--- config.mk ---
export PLATFORM = sky130hd
export DESIGN_NAME = cv_ram
export DESIGN_NICKNAME = d
export VERILOG_FILES = /design/src/sv/cv_ram.sv
export SDC_FILE = /design/constraint.sdc
export NUM_CORES = 1
export LEC_CHECK = 0
export ABC_CLOCK_PERIOD_IN_PS = 4800
export BUFFER_PORTS_ARGS = -buffer_cell sky130_fd_sc_hd__buf_4
export CAP_MARGIN = 20
export CORE_MARGIN = 3
export CORE_UTILIZATION = 45
export CTS_CLUSTER_SIZE = 28
export DETAILED_ROUTE_END_ITERATION = 7
export HOLD_SLACK_MARGIN = 0.1
export PLACE_DENSITY_LB_ADDON = 0.1
export SYNTH_ARGS = -nofsm -noshare
export SYNTH_HDL_FRONTEND = slang
export SYNTH_SLANG_ARGS = --single-unit
--- constraint.sdc ---
create_clock -name i_clk -period 4.8 [get_ports i_clk]
set_input_delay 0.72 -clock i_clk [delete_from_list [all_inputs] [get_ports i_clk]]
set_output_delay 0.72 -clock i_clk [all_outputs]
set_load 0.03 [all_outputs]
--- src/sv/cv_ram.sv ---
`timescale 1ns / 1ps
// generic simple dual port ram with registered read
// no dependencies

module cv_ram #(
    parameter int W = 32,
    parameter int D = 16
) (
    input  logic                 i_clk,
    input  logic                 i_we,
    input  logic [$clog2(D)-1:0] i_waddr,
    input  logic [W-1:0]         i_wdata,
    input  logic                 i_re,
    input  logic [$clog2(D)-1:0] i_raddr,
    output logic [W-1:0]         o_rdata
);
    logic [W-1:0] r_mem [D];

    always_ff @(posedge i_clk) begin
        if (i_we) begin
            r_mem[i_waddr] <= i_wdata;
        end
        if (i_re) begin
            o_rdata <= r_mem[i_raddr];
        end
    end
endmodule

==> flow_metrics.tcl <==
set metrics [dict create \
    synth_enable_flop_cells 544 \
    clkSlewWorstSetupHoldPaths_ps 60 \
    cp-start-kind "primary input" \
    tritoncts_num_sinks 544 \
    effective_utilization_at_floorplan 0.462 \
    critical_path_class "in2reg" \
    place_hpwl_um 23000 \
    timing.hold.worst.class "in2reg" \
    max-slew-margin-rel 0.308 \
    gr-total-overflow 0 \
    nFillCells 3289 \
    grt_max_degree 129 \
    finalCriticalPeriod_ps 2290 \
    cts-root-to-sink-buffers 3 \
    final-seq-area_mm2 0.0163 \
    drive_above_1_share 0.320 \
    synth_top_cell_area_share 0.810 \
    ctsResizeCount 0 \
    route.detailed.vias_per_inst 5.79 \
    floorplan.die_area_mm2 0.0474 \
    power.clock.fraction 0.403 \
    synth.net_count 881 \
    synth-adder-area-share 0 \
    worstPathBufferInverterCount 2 \
    ctsHtreeMaxLevel 2 \
    yosys-mux-area-fraction 0.143 \
    dr.pass1.iters 4 \
    critical_path_data_arrival_time_ps 2510 \
    cts-buffers-inserted 55 \
    timing.critical_path.cells "buf_4 > or3b_2 > nor2_4 > buf_4" \
    static-leakage-power_uw 0.00742 \
    finish.cell_count_without_fillers 1580 \
    switching_share 0.205 \
    synthDominantAreaCellType "sky130_fd_sc_hd__edfxtp_1" \
    clock_insertion_delay_worst_skew_ps 590 \
    place.gp.congestion 0.722 \
    post-route-drc-count 0 \
    worstHoldEndpoint "r_mem[3][5]" \
    ys_ff_latch 544 \
    power_density_mw_per_mm2 424 \
    synth_most_common_cell "sky130_fd_sc_hd__edfxtp_1" \
    die_height_um 218 \
    post-cts-setup-buffers 0 \
    hold_viol_final 0 \
    timing.critical_path.mode_cell "sky130_fd_sc_hd__buf_4" \
    worstHoldStart "i_wdata[5]" \
    worst-endpoint-required_ps 5020 \
    area_overhead_of_the_layout_relative_to_synthesis_pct 15.7 \
    tritoncts "yes" \
    synth_seq_area_share 0.810 \
    timing.rr.start "r_mem[2][26]" \
    routed_via_count 9146 \
    fin_skew_ps 13.2 \
    drt_wl_total_um 44900 \
    insertedDiodeCount 0 \
    synth_compound_gate_area_share 0.0238 \
    worst-slew-pin-transition_ps 1040 \
    internal_power_uw 7880 \
    path_delay_family "simple AND/OR/NAND/NOR gates" \
    switchingPower_uw 2030 \
    asyncSetResetFlopFracSynth 0 \
    netlist_top_cells_area "sky130_fd_sc_hd__edfxtp_1 81%, sky130_fd_sc_hd__mux4_2 14%, sky130_fd_sc_hd__a22oi_1 2.4%" \
    worst_reg2reg_path_length_in_cells 3 \
    count_of_final_setup_violators 0 \
    layout.nets 997 \
    number_of_placement_rows 76 \
    run_status "finished, final reports clean" \
    synthDistinctLibCells 17 \
    grt_first_pass_wirelength_um 66500 \
    wl_per_cell_um 28.4 \
    via_count_of_the_first_global_routing_pass 9848 \
    mappedNetlistArea_mm2 0.0202 \
    max_slew_violation_count 0 \
    grt_antenna_before_repair 0 \
    antenna_left 0 \
    clock.fmax_ghz 0.438 \
    finalCoreUtilization 0.535 \
    yosysWarnings 0 \
    crit_fanout 22 \
    io_buffer_count 74 \
    register_to_register_setup_slack_ps 3310 \
    clock_tree.root_cell "sky130_fd_sc_hd__clkbuf_16" \
    combinationalPowerShare 0.053 \
    design.core.area_mm2 0.0436 \
    netlist_instances 838 \
    synth_top_family_by_area "multiplexers" \
    timing.setup.tns_ps 0 \
    synth_flop_cell "sky130_fd_sc_hd__edfxtp_1" \
    synth_area_per_cell_um2 24.1 \
    hold-path-cell-count 1 \
    yosys.area_share.simple 0.0125 \
    cp_slowest_cell "sky130_fd_sc_hd__or3b_2" \
    io_pins 75 \
    critical_path.endpoint_type "flip-flop" \
    timing.critical_path.slowest_cell_delay_ps 590 \
    area_taken_by_multi_input_logic_gates_mm2 0.00375 \
    dpl.cell_count 1482 \
    fin_crit_sh 0.476 \
    worst_r2r_endpoint "o_rdata[26]" \
    sequential_share_of_power 0.543 \
    grt.total_usage 0.194 \
    rsz0062_at_grt "no" \
    dr.first_iter.drc_count 974 \
    cap_violations 0 \
    max-vdd-ir-drop_mv 0.261 \
    synth_common_cells "544 x sky130_fd_sc_hd__edfxtp_1, 128 x sky130_fd_sc_hd__mux4_2, 64 x sky130_fd_sc_hd__a22oi_1" \
    count_of_hold_buffers_inserted_by_post_cts_repair 0 \
    synth-xor-area-share 0 \
    die-width_um 218 \
]
==> metal layers <==
metal  vias up  global-route usage  share of wire
met4         0              0.0472          0.019
met3        59              0.0397          0.054
met2       260               0.323           0.50
li1       3839                   -              -
met1      4988               0.268           0.42
met5         -                   0              0
==> layout by cell type, fill, tap and decap left out, drive strengths merged, types with 3 or more instances in the layout <==
cell type	count
nor2	13
nor3	4
a22oi	64
mux4	128
buf	101
nand2	33
clkbuf	75
bufinv	3
edfxtp	544
clkinv	20
==> cell families (layout without fill, tap and decap cells) <==
group	count (synthesis)	in the layout
AO/OA/AOI/OAI	64	64
buffers and inverters	43	200
flip-flops	544	544
AND/OR/NAND/NOR	59	59
multiplexers	128	128
==> stage by stage <==
step	cell area (µm²)	total power (µW)	hold WS, ps	setup slack (ps)
floorplan	20200	5780	710	900
global placement	21600	6000	733	1860
detailed placement	21700	6020	736	1840
CTS	23300	10000	393	2470
global route	23300	10200	415	2360
finish	23300	9910	435	2510
==> power groups by stage <==
stage | Clock [µW] | Combinational, µW | Sequential [µW]
finish | 3990 | 530 | 5380
global route | 4280 | 572 | 5390
CTS | 4100 | 541 | 5380
detailed placement | 0 | 540 | 5480
global placement | 0 | 524 | 5480
floorplan | 0 | 256 | 5520
==> registers in the layout, indices dropped and copies added, names as in the netlist <==
register  count
r_mem       512
o_rdata      32
==> how the worst max path moves through the flow <==
stage / start / to / slack [ps] / cells past startpoint
after floorplan: i_waddr[2] / r_mem[0][0] / 900 / 2
after global placement: i_raddr[0] / o_rdata[10] / 1860 / 5
after detailed placement: i_raddr[0] / o_rdata[12] / 1840 / 5
after CTS: i_raddr[0] / o_rdata[12] / 2470 / 5
after global routing: i_raddr[0] / o_rdata[12] / 2360 / 5
final: i_waddr[2] / r_mem[3][23] / 2510 / 4
==> layout make-up <==
type                       instances  share of cell area
clock inverter                    24             0.00777
sequential                       544               0.700
clock buffer                      74              0.0638
multi-input combinational        251               0.161
timing repair buffer             102              0.0367
tap                              585              0.0314
No activity file was read; power rests on OpenSTA's default activity.
