--- config.mk ---
export PLATFORM = sky130hd
export DESIGN_NAME = cv_mul
export DESIGN_NICKNAME = d
export VERILOG_FILES = /design/src/sv/cv_pkg.sv /design/src/sv/cv_mul.sv
export SDC_FILE = /design/constraint.sdc
export NUM_CORES = 2
export LEC_CHECK = 0
export ABC_AREA = 1
export BUFFER_PORTS_ARGS = -buffer_cell sky130_fd_sc_hd__buf_2
export CORE_MARGIN = 1.5
export CORE_UTILIZATION = 61
export CTS_BUF_LIST = sky130_fd_sc_hd__clkbuf_8
export DETAILED_ROUTE_END_ITERATION = 12
export GPL_TIMING_DRIVEN = 0
export PLACE_DENSITY = 0.76
export SLEW_MARGIN = 20
export SYNTH_ARGS = -nofsm -noshare
export SYNTH_HDL_FRONTEND = slang
export SYNTH_SLANG_ARGS = --single-unit
--- constraint.sdc ---
create_clock -name i_clk -period 8.9 [get_ports i_clk]
set_input_delay 0.89 -clock i_clk [delete_from_list [all_inputs] [get_ports i_clk]]
set_output_delay 0.89 -clock i_clk [all_outputs]
set_load 0.05 [all_outputs]
--- src/sv/cv_pkg.sv ---
`timescale 1ns / 1ps
// shared types, constants and helpers of the channel vocoder
// no dependencies

package cv_pkg;

    localparam int NUM_BANDS_DEF = 16;
    localparam int MAX_NOTES_DEF = 8;

    localparam int MUL_W  = 33;
    localparam int PROD_W = 2 * MUL_W;
    localparam int ACC_W  = 40;
    localparam int WET_W  = 64;

    // item modes
    localparam logic [2:0] MODE_SAMPLE   = 3'd0;
    localparam logic [2:0] MODE_NOTE_ON  = 3'd1;
    localparam logic [2:0] MODE_NOTE_OFF = 3'd2;
    localparam logic [2:0] MODE_ALL_OFF  = 3'd3;
    localparam logic [2:0] MODE_PANIC    = 3'd4;
    localparam logic [2:0] MODE_LOAD     = 3'd5;

    // register indexes
    localparam logic [2:0] CFG_CARRIER_MODE = 3'd0;
    localparam logic [2:0] CFG_FIXED_NOTE   = 3'd1;
    localparam logic [2:0] CFG_ATTACK       = 3'd2;
    localparam logic [2:0] CFG_RELEASE      = 3'd3;
    localparam logic [2:0] CFG_GAIN         = 3'd4;
    localparam logic [2:0] CFG_NOISE_MIX    = 3'd5;
    localparam logic [2:0] CFG_INV_RATE     = 3'd6;

    localparam logic [6:0]  FIXED_NOTE_RST = 7'd60;
    localparam logic [23:0] ATTACK_RST     = 24'd15728640;
    localparam logic [23:0] RELEASE_RST    = 24'd16609443;
    localparam logic [23:0] GAIN_RST       = 24'd8388608;
    localparam logic [31:0] INV_RATE_RST   = 32'd89478;

    localparam logic [31:0] LCG_MUL    = 32'd1664525;
    localparam logic [31:0] LCG_ADD    = 32'd1013904223;
    localparam logic [31:0] SEED_RST   = 32'h12345678;
    localparam logic [16:0] MIX_FULL   = 17'd65536;
    localparam logic [23:0] MAG_MAX    = 24'hFFFFFF;
    localparam logic [24:0] ENV_ONE    = 25'h1000000;

    typedef struct packed {
        logic signed [31:0] b0;
        logic signed [31:0] a1;
        logic signed [31:0] a2;
    } t_coef;

    typedef struct packed {
        logic signed [23:0] ax1;
        logic signed [23:0] ax2;
        logic signed [31:0] ay1;
        logic signed [31:0] ay2;
        logic signed [23:0] sx1;
        logic signed [23:0] sx2;
        logic signed [31:0] sy1;
        logic signed [31:0] sy2;
        logic        [23:0] env;
    } t_band_st;

    // top octave note frequencies, q16.16
    function automatic logic [29:0] top_octave(input logic [3:0] k);
        logic [29:0] f;
        case (k)
            4'd0:    f = 30'd548668578;
            4'd1:    f = 30'd581294109;
            4'd2:    f = 30'd615859655;
            4'd3:    f = 30'd652480576;
            4'd4:    f = 30'd691279090;
            4'd5:    f = 30'd732384684;
            4'd6:    f = 30'd775934544;
            4'd7:    f = 30'd822074013;
            4'd8:    f = 30'd870957077;
            4'd9:    f = 30'd922746880;
            4'd10:   f = 30'd977616265;
            4'd11:   f = 30'd1035748353;
            default: f = 30'd0;
        endcase
        return f;
    endfunction

    // round half up after a right shift by 28
    function automatic logic signed [ACC_W-1:0] rnd28(input logic signed [PROD_W-1:0] v);
        logic signed [PROD_W-1:0] t;
        t = (v + (PROD_W'(1) <<< 27)) >>> 28;
        return t[ACC_W-1:0];
    endfunction

    function automatic logic signed [31:0] sat32(input logic signed [ACC_W-1:0] v);
        logic signed [31:0] r;
        if (v > ACC_W'(32'sh7FFFFFFF))
            r = 32'sh7FFFFFFF;
        else if (v < -(ACC_W'(1) <<< 31))
            r = 32'sh80000000;
        else
            r = v[31:0];
        return r;
    endfunction

endpackage

--- src/sv/cv_mul.sv ---
`timescale 1ns / 1ps
// shared signed multiplier with registered product
// depends on cv_pkg for the default width

module cv_mul #(
    parameter int W = cv_pkg::MUL_W
) (
    input  logic                    i_clk,
    input  logic signed [W-1:0]     i_a,
    input  logic signed [W-1:0]     i_b,
    output logic signed [2*W-1:0]   o_p
);
    always_ff @(posedge i_clk) begin
        o_p <= i_a * i_b;
    end
endmodule

==> summary.txt <==
Outcome: finished with violations
Failing checks: setup timing
Compound-Gate Fraction of Synth Area: 0.0138
Biggest regs: o_p x66
Via count: 36800
Setup TNS Final: -0.152 ns
HPWL Detailed: 138 mm
CP Capture Type: flop
P&R area growth vs syn: 4.51%
RSZ-0062 raised after global routing: true
Wire length of the first global-routing pass: 244 mm
Synth Area in XOR/XNOR: 0.00832
Max reg flops: 66
Most frequent cell after synthesis: inv_1
Die ar.: 0.0724 mm²
Drt first-iter violations: 4184
CP required: 9.15 ns
GPL Wtd Cong: 1.10
Gr usage total: 0.488
Fmax: 111 MHz
CTS tree: done
Delay-heaviest family, CP: adder cells
Slew headroom: 0.127
Final Core Density: 0.644
Register area share after synthesis: 0.0306
Sink count of the clock tree: 66
Final Hold Vio Count: 0
Hold Path Class: input port to flop
Dominant synthesized flop cell: dfxtp_1
Simple-gate share of the synthesized area: 0.166
H-tree depth: 3
Max Slew Vio Count: 0
Syn Nets: 6972
Number of buffers and inverters on the critical path: 7
Setup crit start kind: input port
Starting Density: 0.617
Cells after synthesis: 5543
Share of cells above drive strength 1: 0.0350
Pre-antenna DRT Iters: 6
CP max FO: 10
Cells along the critical path: clkbuf_1, clkbuf_1, nand2_1, fa_1, inv_1, fa_1, fa_1, fa_1, fa_1, fa_1, fa_1, inv_1, fa_1, inv_1, ha_1, nand2_1, nor2_1, inv_1, nor2_2, inv_1, nor2_2, o21ai_0, nand4_1, nand2_1
Syn_area_per_cell: 7.79 µm²
I/O pin count: 133
Adder-cell share of the synthesized area: 0.594
Area leader, netlist: fa_1
Detail-routed net length per standard cell: 25.6 µm
Yosys reg bits: 66
Critical Path Max Stage Delay: 0.91 ns
Maxcap violations: 0
Mapped Area: 0.0432 mm²
Post-synthesis mux area share: 0
Crit path max-delay cell type: clkbuf_1
Die Span X: 269 µm
CTS Buffer Depth: 2
Final setup violation count: 3
Post-DRT Antenna Nets: 0
Most used cell, CP: fa_1
Die height: 269 µm
Gr ovfl total: 0
CTS Buf Count: 9
Synth cell count leaders: inv_1 (1894), nand2_1 (1517), fa_1 (1145), clkbuf_1 (262), ha_1 (217)
Core Box Area: 0.0700 mm²
Top post-synthesis cells by area: fa_1 (53%), inv_1 (16%), nand2_1 (13%)
WS Path Type: input port to flop
Reg with most FFs: o_p
Yosys top cell area share: 0.531
# DRC: 0
Fin crit period: 8.99 ns
Largest family of logic cells by synthesized area: adder cells
Final WL: 168 mm
Worst slew pin tran: 1.31 ns
Port Buffers: 67
Crit path arrival time: 9.24 ns
Initial antenna violation count: 20
Clock transition at path regs: 0.09 ns
Vias in the first global route: 38400
Synth async-reset ratio: 0
Final Cycle Share: 1.01
Fill cells: 6491
Synth cell types: 35
Net count reported at finish: 7060
Largest net degree at the start of global routing: 28
Vias/cell: 5.59
Site Rows: 97
Clock Tree Root: clkbuf_8
Number of flops mapped to enable cells by yosys: 0
Syn. warnings: 0
# hold bufs at CTS: 0
Final setup margin: -0.0874 ns
[logic make-up (layout without fill, tap and decap cells)]
family,Yosys count,after routing
buf+inv,2158,2251
xor+xnor,41,41
compound gates,106,106
flops,66,66
simple gates,1810,1810
other cells,0,12
fa+ha+maj,1362,1362
[final timing paths]
kind | start | endpoint | cells past startpoint
worst max-delay path | i_a[27] | o_p[49] | 24
worst min-delay path | i_a[0] | o_p[0] | 3
[tightest hold or removal path, delay by kind of cell]
family | cells | cell delay (ns)
buffers and inverters | 2 | 0.29
and+or+nand+nor | 1 | 0.14
[cells in the final DEF, fill, tap and decap left out, drive strengths merged, types with 8 or more instances in the layout]
master and n:
nor2 154, xor2 37, o21bai 14, buf 79, inv 1896, a21oi 65, dfxtp 66, o21ai 23
nand4 19, nand2 1534, diode 12, clkbuf 269, ha 217, nand3 78, nor3 8, fa 1145
[metal layers]
layer,wire [µm],GRT usage,share of wire
met3,25000,0.185,0.15
met4,17600,0.390,0.10
met5,133,0,0.00079
met2,69400,0.703,0.41
met1,56300,0.587,0.33
[cell type report]
| class | count | area (µm²) | share of cell area |
|---|---|---|---|
| well taps | 940 | 1180 | 0.0261 |
| plain buffers | 263 | 1050 | 0.0232 |
| flip-flops and latches | 66 | 1320 | 0.0293 |
| inverters | 1895 | 7110 | 0.158 |
| multi-input cells | 3319 | 33800 | 0.748 |
| diodes | 12 | 30.0 | 0.000666 |
| clock buffers | 9 | 124 | 0.00275 |
| clock inverters | 7 | 119 | 0.00263 |
| repair buffers | 77 | 430 | 0.00954 |
[metrics by stage]
stage,hold WS (ns),setup slack (ns),instance area [µm²],cells
after global routing,0.962,-0.0376,45100,6577
after floorplan,1.15,1.25,43200,5543
after global placement,1.32,-0.850,44700,6550
final,0.984,-0.0874,45100,6588
after detailed placement,1.34,-0.595,44700,6551
after CTS,0.930,0.0382,45000,6567
[repair_timing]
action | 4_1_cts | 5_1_grt
pin swaps | 0 | 2
setup buffers | 0 | 9
resized for setup | 3 | 45
setup endpoints to repair | 2 | 23
cloned | 0 | 0
Power is not shown: default switching activity piles up to over one toggle a cycle in this logic, so the estimate is an artifact.
