### config.mk
export PLATFORM = sky130hd
export DESIGN_NAME = cv_div
export DESIGN_NICKNAME = d
export VERILOG_FILES = /design/src/sv/cv_div.sv
export SDC_FILE = /design/constraint.sdc
export NUM_CORES = 1
export LEC_CHECK = 0
export BUFFER_PORTS_ARGS = -buffer_cell sky130_fd_sc_hd__buf_4
export CORE_UTILIZATION = 57
export CTS_BUF_LIST = sky130_fd_sc_hd__clkbuf_4
export DETAILED_ROUTE_END_ITERATION = 10
export PLACE_DENSITY = 0.83
export SYNTH_ARGS = -nofsm -noshare
export SYNTH_HDL_FRONTEND = slang
export SYNTH_SLANG_ARGS = --single-unit
### constraint.sdc
create_clock -name i_clk -period 3 [get_ports i_clk]
set_clock_uncertainty 0.1 [all_clocks]
set_input_delay 0.45 -clock i_clk [delete_from_list [all_inputs] [get_ports i_clk]]
set_output_delay 0.45 -clock i_clk [all_outputs]
set_load 0.005 [all_outputs]
### src/sv/cv_div.sv
`timescale 1ns / 1ps
// bit serial signed by unsigned divider, quotient truncated toward zero
// no dependencies

module cv_div #(
    parameter int DW = 28,
    parameter int VW = 4
) (
    input  logic                 i_clk,
    input  logic                 i_rst_n,
    input  logic                 i_start,
    input  logic signed [DW-1:0] i_dividend,
    input  logic [VW-1:0]        i_divisor,
    output logic                 o_done,
    output logic signed [DW-1:0] o_quotient
);
    localparam int CNT_W = $clog2(DW + 1);

    logic             r_busy;
    logic [CNT_W-1:0] r_cnt;
    logic [DW-1:0]    r_mag;
    logic [VW-1:0]    r_rem;
    logic [VW-1:0]    r_den;
    logic             r_neg;
    logic [VW:0]      w_trial;
    logic [VW:0]      w_diff;
    logic             w_ge;

    assign w_trial = {r_rem, r_mag[DW-1]};
    assign w_ge    = w_trial >= {1'b0, r_den};
    assign w_diff  = w_trial - {1'b0, r_den};
    assign o_quotient = r_neg ? -signed'(r_mag) : signed'(r_mag);

    always_ff @(posedge i_clk) begin
        if (!i_rst_n) begin
            r_busy <= 1'b0;
            o_done <= 1'b0;
            r_cnt  <= '0;
        end else begin
            o_done <= 1'b0;
            if (i_start) begin
                r_busy <= 1'b1;
                r_cnt  <= CNT_W'(DW);
                r_mag  <= i_dividend[DW-1] ? DW'(-i_dividend) : DW'(i_dividend);
                r_neg  <= i_dividend[DW-1];
                r_rem  <= '0;
                r_den  <= i_divisor;
            end else if (r_busy) begin
                r_mag <= {r_mag[DW-2:0], w_ge};
                r_rem <= w_ge ? w_diff[VW-1:0] : w_trial[VW-1:0];
                r_cnt <= r_cnt - 1'b1;
                if (r_cnt == CNT_W'(1)) begin
                    r_busy <= 1'b0;
                    o_done <= 1'b1;
                end
            end
        end
    end
endmodule

==> results.cfg, run 1 <==
[final_layout]
drive_above_1_share_pct = 25.8
fin_util_pct = 74.1
final_cell_count_no_fill = 477
area_growth_pct = 23.9
diodes = 0
fin_nets = 450
fillers = 371

[run_status]
failed_checks = setup timing
outcome = finished, violations left

[global_route]
antenna_found_initial = 0
grt_pass1_wl_mm = 11.5
gr-usage-met1_pct = 35.3
gr-total-overflow = 0
gr-max-usage-layer = met2
grt_max_degree = 65
first_global_vias = 2522
grt.total_usage_pct = 27.0
use_met2_pct = 44.5
use_met3_pct = 4.63

[detailed_routing]
viasPerCell = 5.84
num_vias = 2787
drc = 0
dr.first_iter.drc_count = 213
wire_per_inst_um = 15.8
firstDrtPassIters = 5
drt-total-wl_mm = 7.53
drtAntennaViolNets = 0

[run]
cap_violations = 0

[logic_synthesis]
async_flop_share_pct = 0
synth_top_area_share_pct = 35.9
synth_cell_type_count = 44
synthCells = 333
synth_enable_flop_cells = 37
synth.most_common_cell = nor2_1
post_synth_instance_area_sq_um = 3090
yosysTopAreaCell = edfxtp_1
synthTopCellsByCount = 38 x nor2_1, 37 x edfxtp_1, 31 x xnor2_1
synth_nets = 377
ys_seq_area_share_pct = 40.4
yosysWarnings = 0
synth_ff_type = edfxtp_1
ys_seq_elements = 44
syn_area_per_cell_sq_um = 9.29
yosys-top-cells-area = edfxtp_1 36%, xnor2_1 8.8%, xor2_1 7.1%

[pwr]
seqPwrFrac_pct = 51.6
power_density_nw_per_um2 = 390
power_frac_comb_pct = 28.5
p_clk_share_pct = 19.9
switching_share_pct = 30.6
vdd_ir_drop_max_uv = 209
power.internal_w = 0.00104
p_sw_w = 0.000457
p_leak_nw = 1.47

[die]
start_util_pct = 59.8
ios = 64
rows = 26
die_area_sq_um = 5730
die_h_um = 75.7
dieWidth_um = 75.7
coreArea_sq_um = 5170

[timing]
rsz0062_at_grt = yes
fin_crit_ns = 3.16
drv_slew = 0
finalSetupViolations = 3
fin_crit_sh_pct = 105
worst_slew_pin_slew_ns = 0.659
fmax_mhz = 316
hold_violations = 0
relSlewSlack_pct = 56.0
setup_ws_ns = -0.160

[critical_path]
slowest_delay_ns = 0.47
critPathSlowestCell = or4_4
cp_cell_sequence = or3_4, or4_4, or4_4, o31ai_4, xnor2_1, buf_4
start_kind = flop
critPathTopFamily = simple AND/OR/NAND/NOR gates
crit_required_ns = 2.45
critPathMaxFanout = 5
path_class = reg2out
path_buf_inv = 1
cpMostUsedCell = or4_4
end_kind = output pin
critical_path_arrival_ns = 2.61

[worst_hold_path]
hold_path_class = in2reg

[place]
portBuffers = 63
place_inst = 455
post-place-ws_ns = 0.191
gp_congestion = 0.878
dp_hpwl_mm = 5.12

[clocking]
cts_sinks = 44
cts_made_buffers = 5
htree_levels = 2
cts_tree = yes
clockBufferDepth = 2
clk_pin_slew_ns = 0.13
root_buffer = clkbuf_4
worstSkewPairLatency_ns = 0.37
## path summary, 6_finish.rpt
kind	endpoint	startpoint	slack, ns	cells past startpoint
setup / recovery	o_quotient[27]	r_mag[4]	-0.16	6
hold / removal	r_den[1]	i_divisor[1]	0.14	1
setup reg to reg	r_mag[0]	r_rem[0]	0.95	6
hold reg to reg	r_cnt[1]	r_cnt[1]	0.42	2
## cells in the final DEF (no fill, tap or decap), types with 2 or more instances in the layout
master | Yosys | layout
buf_4 | 1 | 81
nor2_1 | 38 | 37
edfxtp_1 | 37 | 37
xnor2_1 | 31 | 31
a21oi_1 | 27 | 27
xor2_1 | 25 | 25
nand2_1 | 24 | 24
o21ai_0 | 21 | 21
inv_1 | 16 | 16
o31ai_1 | 17 | 16
nor4_1 | 9 | 9
ha_1 | 8 | 8
dfxtp_1 | 7 | 7
clkbuf_4 | 0 | 6
nand4_1 | 5 | 5
nor3_1 | 6 | 5
or4_1 | 5 | 4
o41ai_1 | 8 | 4
a21boi_0 | 4 | 4
or3_1 | 3 | 3
or4_4 | 2 | 3
o41ai_2 | 0 | 3
or2_2 | 2 | 2
nand3_1 | 2 | 2
nor2b_1 | 3 | 2
nor4b_1 | 2 | 2
## power groups by stage
stage	combinational (W)	clock (W)	sequential (W)
CTS	0.000409	0.000301	0.000767
detailed placement	0.000391	0	0.000785
finish	0.000425	0.000298	0.000771
global route	0.000472	0.000327	0.000776
floorplan	0.000229	0	0.000770
global placement	0.000380	0	0.000782
## area by class of cell
class	count	area, sq um	share of cell area, %
timing repair buffer	81	608	15.9
tap	70	87.6	2.28
inverter	16	60.1	1.57
sequential	44	1250	32.6
clock inverter	2	10.0	0.261
multi-input combinational	258	1770	46.2
clock buffer	6	45.0	1.17
## routing by layer
| layer | up-vias | wire (um) |
|---|---|---|
| met1 | 1284 | 3180 |
| met5 | - | 0 |
| met2 | 130 | 3660 |
| li1 | 1354 | - |
| met3 | 19 | 521 |
| met4 | 0 | 171 |
## registers in the layout, summed over array words and instances, names as in the netlist
signal,flops
r_den,4
r_rem,4
r_cnt,5
r_busy,1
r_neg,1
o_done,1
r_mag,28
## worst register-to-register path, cell delays in order, from the launching register on
cell      delay (ns)
edfxtp_1        0.43
ha_1            0.33
nor2b_1         0.13
o21ai_0         0.21
a21boi_1        0.23
nor3_1          0.30
a21oi_1         0.07
## cell families after synthesis
logic type | count (synthesis) | share of synthesized area (%)
muxes | 1 | 0.324
adders and majority gates | 9 | 3.88
DFF | 44 | 40.4
xor gates and xnor gates | 56 | 15.9
buffers and inverters | 31 | 4.45
and+or+nand+nor | 110 | 18.3
AOI/OAI and AO/OA | 82 | 16.8
## stage by stage
step	hold slack (ns)	power, W	setup TNS, ns	instance area [sq um]
floorplan	0.384	0.000999	0	3090
global placement	0.397	0.00116	0	3610
detailed placement	0.403	0.00118	0	3610
CTS	0.140	0.00148	-0.303	3730
global route	0.129	0.00157	-0.856	3830
finish	0.144	0.00149	-0.216	3830
## what timing repair did
action | in CTS | in global routing
resized for setup | 4 | 7
hold endpoints to repair | 0 | 0
hold buffers | 0 | 0
pin swaps | 0 | 3
setup buffers | 7 | 7
endpoints found under the setup margin | 6 | 13
(Power assumes the default switching activity.)
==> inputs of run 2 (changes only) <==
--- a/config.mk
+++ b/config.mk
@@ -10,6 +10,7 @@
 export CTS_BUF_LIST = sky130_fd_sc_hd__clkbuf_4
 export DETAILED_ROUTE_END_ITERATION = 10
 export PLACE_DENSITY = 0.83
+export SETUP_SLACK_MARGIN = 0.3
 export SYNTH_ARGS = -nofsm -noshare
 export SYNTH_HDL_FRONTEND = slang
 export SYNTH_SLANG_ARGS = --single-unit
==> constraint.sdc (replaced) <==
create_clock -name i_clk -period 3.3 [get_ports i_clk]
set_clock_uncertainty 0.1 [all_clocks]
set_input_delay 0.495 -clock i_clk [delete_from_list [all_inputs] [get_ports i_clk]]
set_output_delay 0.495 -clock i_clk [all_outputs]
set_load 0.005 [all_outputs]
==> results.cfg, run 2 (synthesis gave the netlist of run 1 again) <==
[pwr]
power_density_nw_per_um2 = 371
p_sw_w = 0.000416
power_frac_comb_pct = 26.6
vdd_ir_drop_max_uv = 208
power.internal_w = 0.00101
total_power_w = 0.00143
p_leak_nw = 1.47
p_clk_share_pct = 23.9
seqPwrFrac_pct = 49.5
switching_share_pct = 29.2

[critical_path]
critPathMaxFanout = 3
r2r_setup_slack_ns = 1.27
critPathSlowestCell = edfxtp_1
reg2reg_from = r_den[1]
worst_r2r_path_depth = 7
cp_cell_sequence = or3_4, or4_4, or4_4, o31ai_4, xnor2_1, buf_4
cpMostUsedCell = or4_4
path_class = reg2out
crit_required_ns = 2.70
cp-endpoint = o_quotient[27]
rr_endpoint = r_rem[0]
start_kind = flop
slowest_delay_ns = 0.45
critical_path_arrival_ns = 2.56
crit_path_start = r_mag[4]
end_kind = output pin

[run]
cap_violations = 0

[final_layout]
layout_common_cells = 81 x buf_4, 37 x nor2_1, 37 x edfxtp_1
diodes = 0
area_growth_pct = 24.4
final_common_cell = buf_4
multi_input_area_sq_um = 1760
top_register = r_mag
largest_register_ffs = 28
drive_above_1_share_pct = 26.3
fin_nets = 450
reg_top3 = r_mag (28), r_cnt (5)
regArea_sq_um = 1250
fillers = 370
fin_area_sq_um = 3850
fin_util_pct = 74.4

[global_route]
grt_max_degree = 65
grt.total_usage_pct = 27.0
gr-total-overflow = 0
first_global_vias = 2552
antenna_found_initial = 0
grt_pass1_wl_mm = 11.5

[die]
coreArea_sq_um = 5170
die_area_sq_um = 5730
dieWidth_um = 75.7
ios = 64
die_h_um = 75.7
rows = 26
start_util_pct = 59.8

[detailed_routing]
drtAntennaViolNets = 0
num_vias = 2783
firstDrtPassIters = 5
drt-total-wl_mm = 7.43
drc = 0
wire_per_inst_um = 15.6
dr.first_iter.drc_count = 237
viasPerCell = 5.83

[worst_hold_path]
hold_path_class = in2reg

[timing]
rsz0062_at_grt = yes
fin_crit_ns = 3.16
relSlewSlack_pct = 36.5
fin_crit_sh_pct = 95.6
worst_slew_pin_slew_ns = 0.952
hold_violations = 0
drv_slew = 0
fmax_mhz = 317
setup-tns-final_ns = 0
finalSetupViolations = 0

[place]
placed_cell_area_sq_um = 3580
gp_congestion = 0.867
portBuffers = 63
dp_hpwl_mm = 4.99

[clocking]
cts_tree = yes
worstSkewPairLatency_ns = 0.37
clk_pin_slew_ns = 0.14
clockBufferDepth = 2
cts_made_buffers = 5
htree_levels = 2
root_buffer = clkbuf_4
cts_sinks = 44

[run_status]
outcome = complete, no violations
## run 2: changes by cell type in the layout (fill, tap and decap cells not counted), sizes merged
cell    previous run  this run
clkbuf             6         5
bufinv             0         1
inv               17        16
clkinv             1         2
## run 2: worst max-delay path: cells and delay by family (launching register included)
family | cells | cell delay [ns]
buffers and inverters | 1 | 0.13
xor gates and xnor gates | 1 | 0.14
DFF | 1 | 0.45
and+or+nand+nor | 3 | 1.29
AOI/OAI and AO/OA | 1 | 0.19
## run 2: layout make-up
type	count	area share (%)
Clock inverter	3	1.11
Multi-Input combinational cell	258	45.8
Tap cell	70	2.28
Sequential cell	44	32.5
Clock buffer	5	0.975
Timing Repair Buffer	81	15.8
Inverter	16	1.56
## run 2: through the flow
stage          cells  hold slack, ns  worst slack, ns
2_1_floorplan    333           0.384            0.589
3_3_place_gp     452           0.398            0.511
3_5_place_dp     452           0.426            0.461
4_1_cts          469           0.184            0.155
5_1_grt          477           0.154           0.0328
6_report         477           0.184            0.144
## run 2: worst min path at each step
stage	from	to	slack [ns]	cells after the start
floorplan	r_cnt[1]	r_cnt[1]	0.38	2
global placement	r_cnt[1]	r_cnt[1]	0.40	2
detailed placement	r_cnt[1]	r_cnt[1]	0.43	2
CTS	i_divisor[3]	r_den[3]	0.18	1
global route	i_divisor[1]	r_den[1]	0.15	1
finish	i_divisor[3]	r_den[3]	0.18	1
## run 2: power groups by stage
stage | Clock (W) | Combinational, W | Sequential (W)
after global routing | 0.000372 | 0.000419 | 0.000711
after floorplan | 0 | 0.000208 | 0.000700
after detailed placement | 0 | 0.000348 | 0.000717
after CTS | 0.000343 | 0.000366 | 0.000701
after global placement | 0 | 0.000340 | 0.000713
final | 0.000341 | 0.000379 | 0.000706
## run 2: repair_timing
action | in CTS | in global routing
hold buffers | 0 | 0
setup endpoints to repair | 11 | 16
pin swaps | 2 | 2
gates resized for setup | 5 | 7
setup buffers | 9 | 8
## run 2: per-layer routing
layer / part of all wire, % / vias to the layer above / GRT usage [%]
li1: - / 1352 / -
met1: 43 / 1315 / 35.0
met2: 50 / 108 / 46.1
met3: 5.8 / 8 / 4.76
met4: 1.2 / 0 / 8.44
met5: 0 / - / 0
==> inputs of run 3 (changes only) <==
--- a/config.mk
+++ b/config.mk
@@ -9,7 +9,7 @@
 export CORE_UTILIZATION = 57
 export CTS_BUF_LIST = sky130_fd_sc_hd__clkbuf_4
 export DETAILED_ROUTE_END_ITERATION = 10
-export PLACE_DENSITY = 0.83
+export PLACE_DENSITY = 0.9
 export SETUP_SLACK_MARGIN = 0.3
 export SYNTH_ARGS = -nofsm -noshare
 export SYNTH_HDL_FRONTEND = slang
==> results.cfg, run 3 (synthesis gave the netlist of run 1 again) <==
[detailed_routing]
viasPerCell = 6.09
num_vias = 2905
dr.first_iter.drc_count = 289
drtAntennaViolNets = 0
drc = 0
wire_per_inst_um = 16.6
drt-total-wl_mm = 7.90
firstDrtPassIters = 5

[final_layout]
reg_top3 = r_mag (28), r_cnt (5)
layout_common_cells = 81 x buf_4, 37 x nor2_1, 37 x edfxtp_1
final_cell_count_no_fill = 477
diodes = 0
drive_above_1_share_pct = 26.8
top_register = r_mag
final_common_cell = buf_4
area_growth_pct = 25.3
largest_register_ffs = 28
fin_nets = 450

[clocking]
cts_sinks = 44
clk_pin_slew_ns = 0.14
cts_made_buffers = 5
clockBufferDepth = 2
htree_levels = 2
cts_tree = yes
worstSkewPairLatency_ns = 0.36
root_buffer = clkbuf_4

[pwr]
p_leak_nw = 1.50
seqPwrFrac_pct = 48.7
switching_share_pct = 28.7
p_clk_share_pct = 24.3
power_density_nw_per_um2 = 373
vdd_ir_drop_max_uv = 167
p_sw_w = 0.000415
total_power_w = 0.00144
power_frac_comb_pct = 26.9
power.internal_w = 0.00103

[run_status]
outcome = complete, no violations

[die]
coreArea_sq_um = 5170
ios = 64
die_h_um = 75.7
rows = 26
start_util_pct = 59.8
die_area_sq_um = 5730
dieWidth_um = 75.7

[timing]
setup-tns-final_ns = 0
relSlewSlack_pct = 31.7
rsz0062_at_grt = yes
finalSetupViolations = 0
drv_slew = 0
hold_violations = 0
worst_slew_pin_slew_ns = 1.03
fin_crit_sh_pct = 94.8
fin_crit_ns = 3.13
fmax_mhz = 320

[critical_path]
slowest_delay_ns = 0.43
crit_required_ns = 2.70
start_kind = flop
path_class = reg2out
path_buf_inv = 2
end_kind = output pin
cpMostUsedCell = buf_4
critPathTopFamily = simple AND/OR/NAND/NOR gates
critPathSlowestCell = or4_4
critPathMaxFanout = 5
cp_cell_sequence = or3_4, or4_4, buf_4, o41ai_1, xnor2_1, buf_4
critical_path_arrival_ns = 2.53

[place]
portBuffers = 63
place_inst = 452
dp_hpwl_mm = 5.09
gp_congestion = 0.830

[run]
cap_violations = 0

[global_route]
gr-total-overflow = 0
antenna_found_initial = 0
grt_max_degree = 65
first_global_vias = 2532
grt_pass1_wl_mm = 11.2
grt.total_usage_pct = 26.2

[worst_hold_path]
hold_path_class = in2reg
run 3: changes by cell type in the layout (fill, tap and decap cells not counted), sizes merged:
cell	before	now
clkbuf	5	7
clkinv	2	0
run 3: what timing repair did:
item,4_1_cts,5_1_grt
resized for setup,5,10
setup endpoints to repair,11,16
hold buffers,0,0
pin swaps,2,7
setup buffers,11,6
run 3: area by class of cell:
cell class / count / area, sq um
inverters: 16 / 60.1
clock buffers: 7 / 52.6
clock inverters: 1 / 30.0
well taps: 70 / 87.6
multi-input cells: 258 / 1790
repair buffers: 81 / 608
flip-flops and latches: 44 / 1250
fillers: 318 / 1300
run 3: path summary, 6_finish.rpt:
path	from	end	slack (ns)	cells after the start
max reg2reg	r_den[1]	r_mag[0]	1.21	7
min	i_divisor[3]	r_den[3]	0.20	1
min reg2reg	r_cnt[1]	r_cnt[1]	0.42	2
max	r_mag[4]	o_quotient[9]	0.17	6
run 3: power by group through the flow:
stage               logic (W)  clock network (W)  registers, W
finish               0.000389           0.000351      0.000704
global route         0.000426           0.000374      0.000708
CTS                  0.000371           0.000349      0.000699
detailed placement   0.000349                  0      0.000717
global placement     0.000339                  0      0.000713
floorplan            0.000208                  0      0.000700
run 3: worst reg2reg max path, stage by stage, from the launching register on:
cell	delay (ns)
edfxtp_1	0.41
inv_1	0.06
ha_1	0.28
nor2b_1	0.12
o21ai_0	0.10
a21boi_1	0.49
nor3_1	0.15
a21oi_1	0.21
run 3: per-layer routing:
metal | up-vias | wire length [um] | global-route usage (%)
li1 | 1355 | - | -
met1 | 1330 | 3020 | 33.1
met2 | 187 | 4000 | 43.8
met3 | 33 | 636 | 3.84
met4 | 0 | 240 | 13.8
met5 | - | 0 | 0
run 3: stage by stage:
step                hold WS [ns]  setup slack, ns  cell area [sq um]  utilization, %
floorplan                  0.384            0.589               3090               -
global placement           0.402            0.503               3580            69.3
detailed placement         0.404            0.428               3580            69.3
CTS                        0.199            0.189               3780            73.1
global route               0.175           0.0675               3880            74.9
finish                     0.198            0.171               3880            74.9
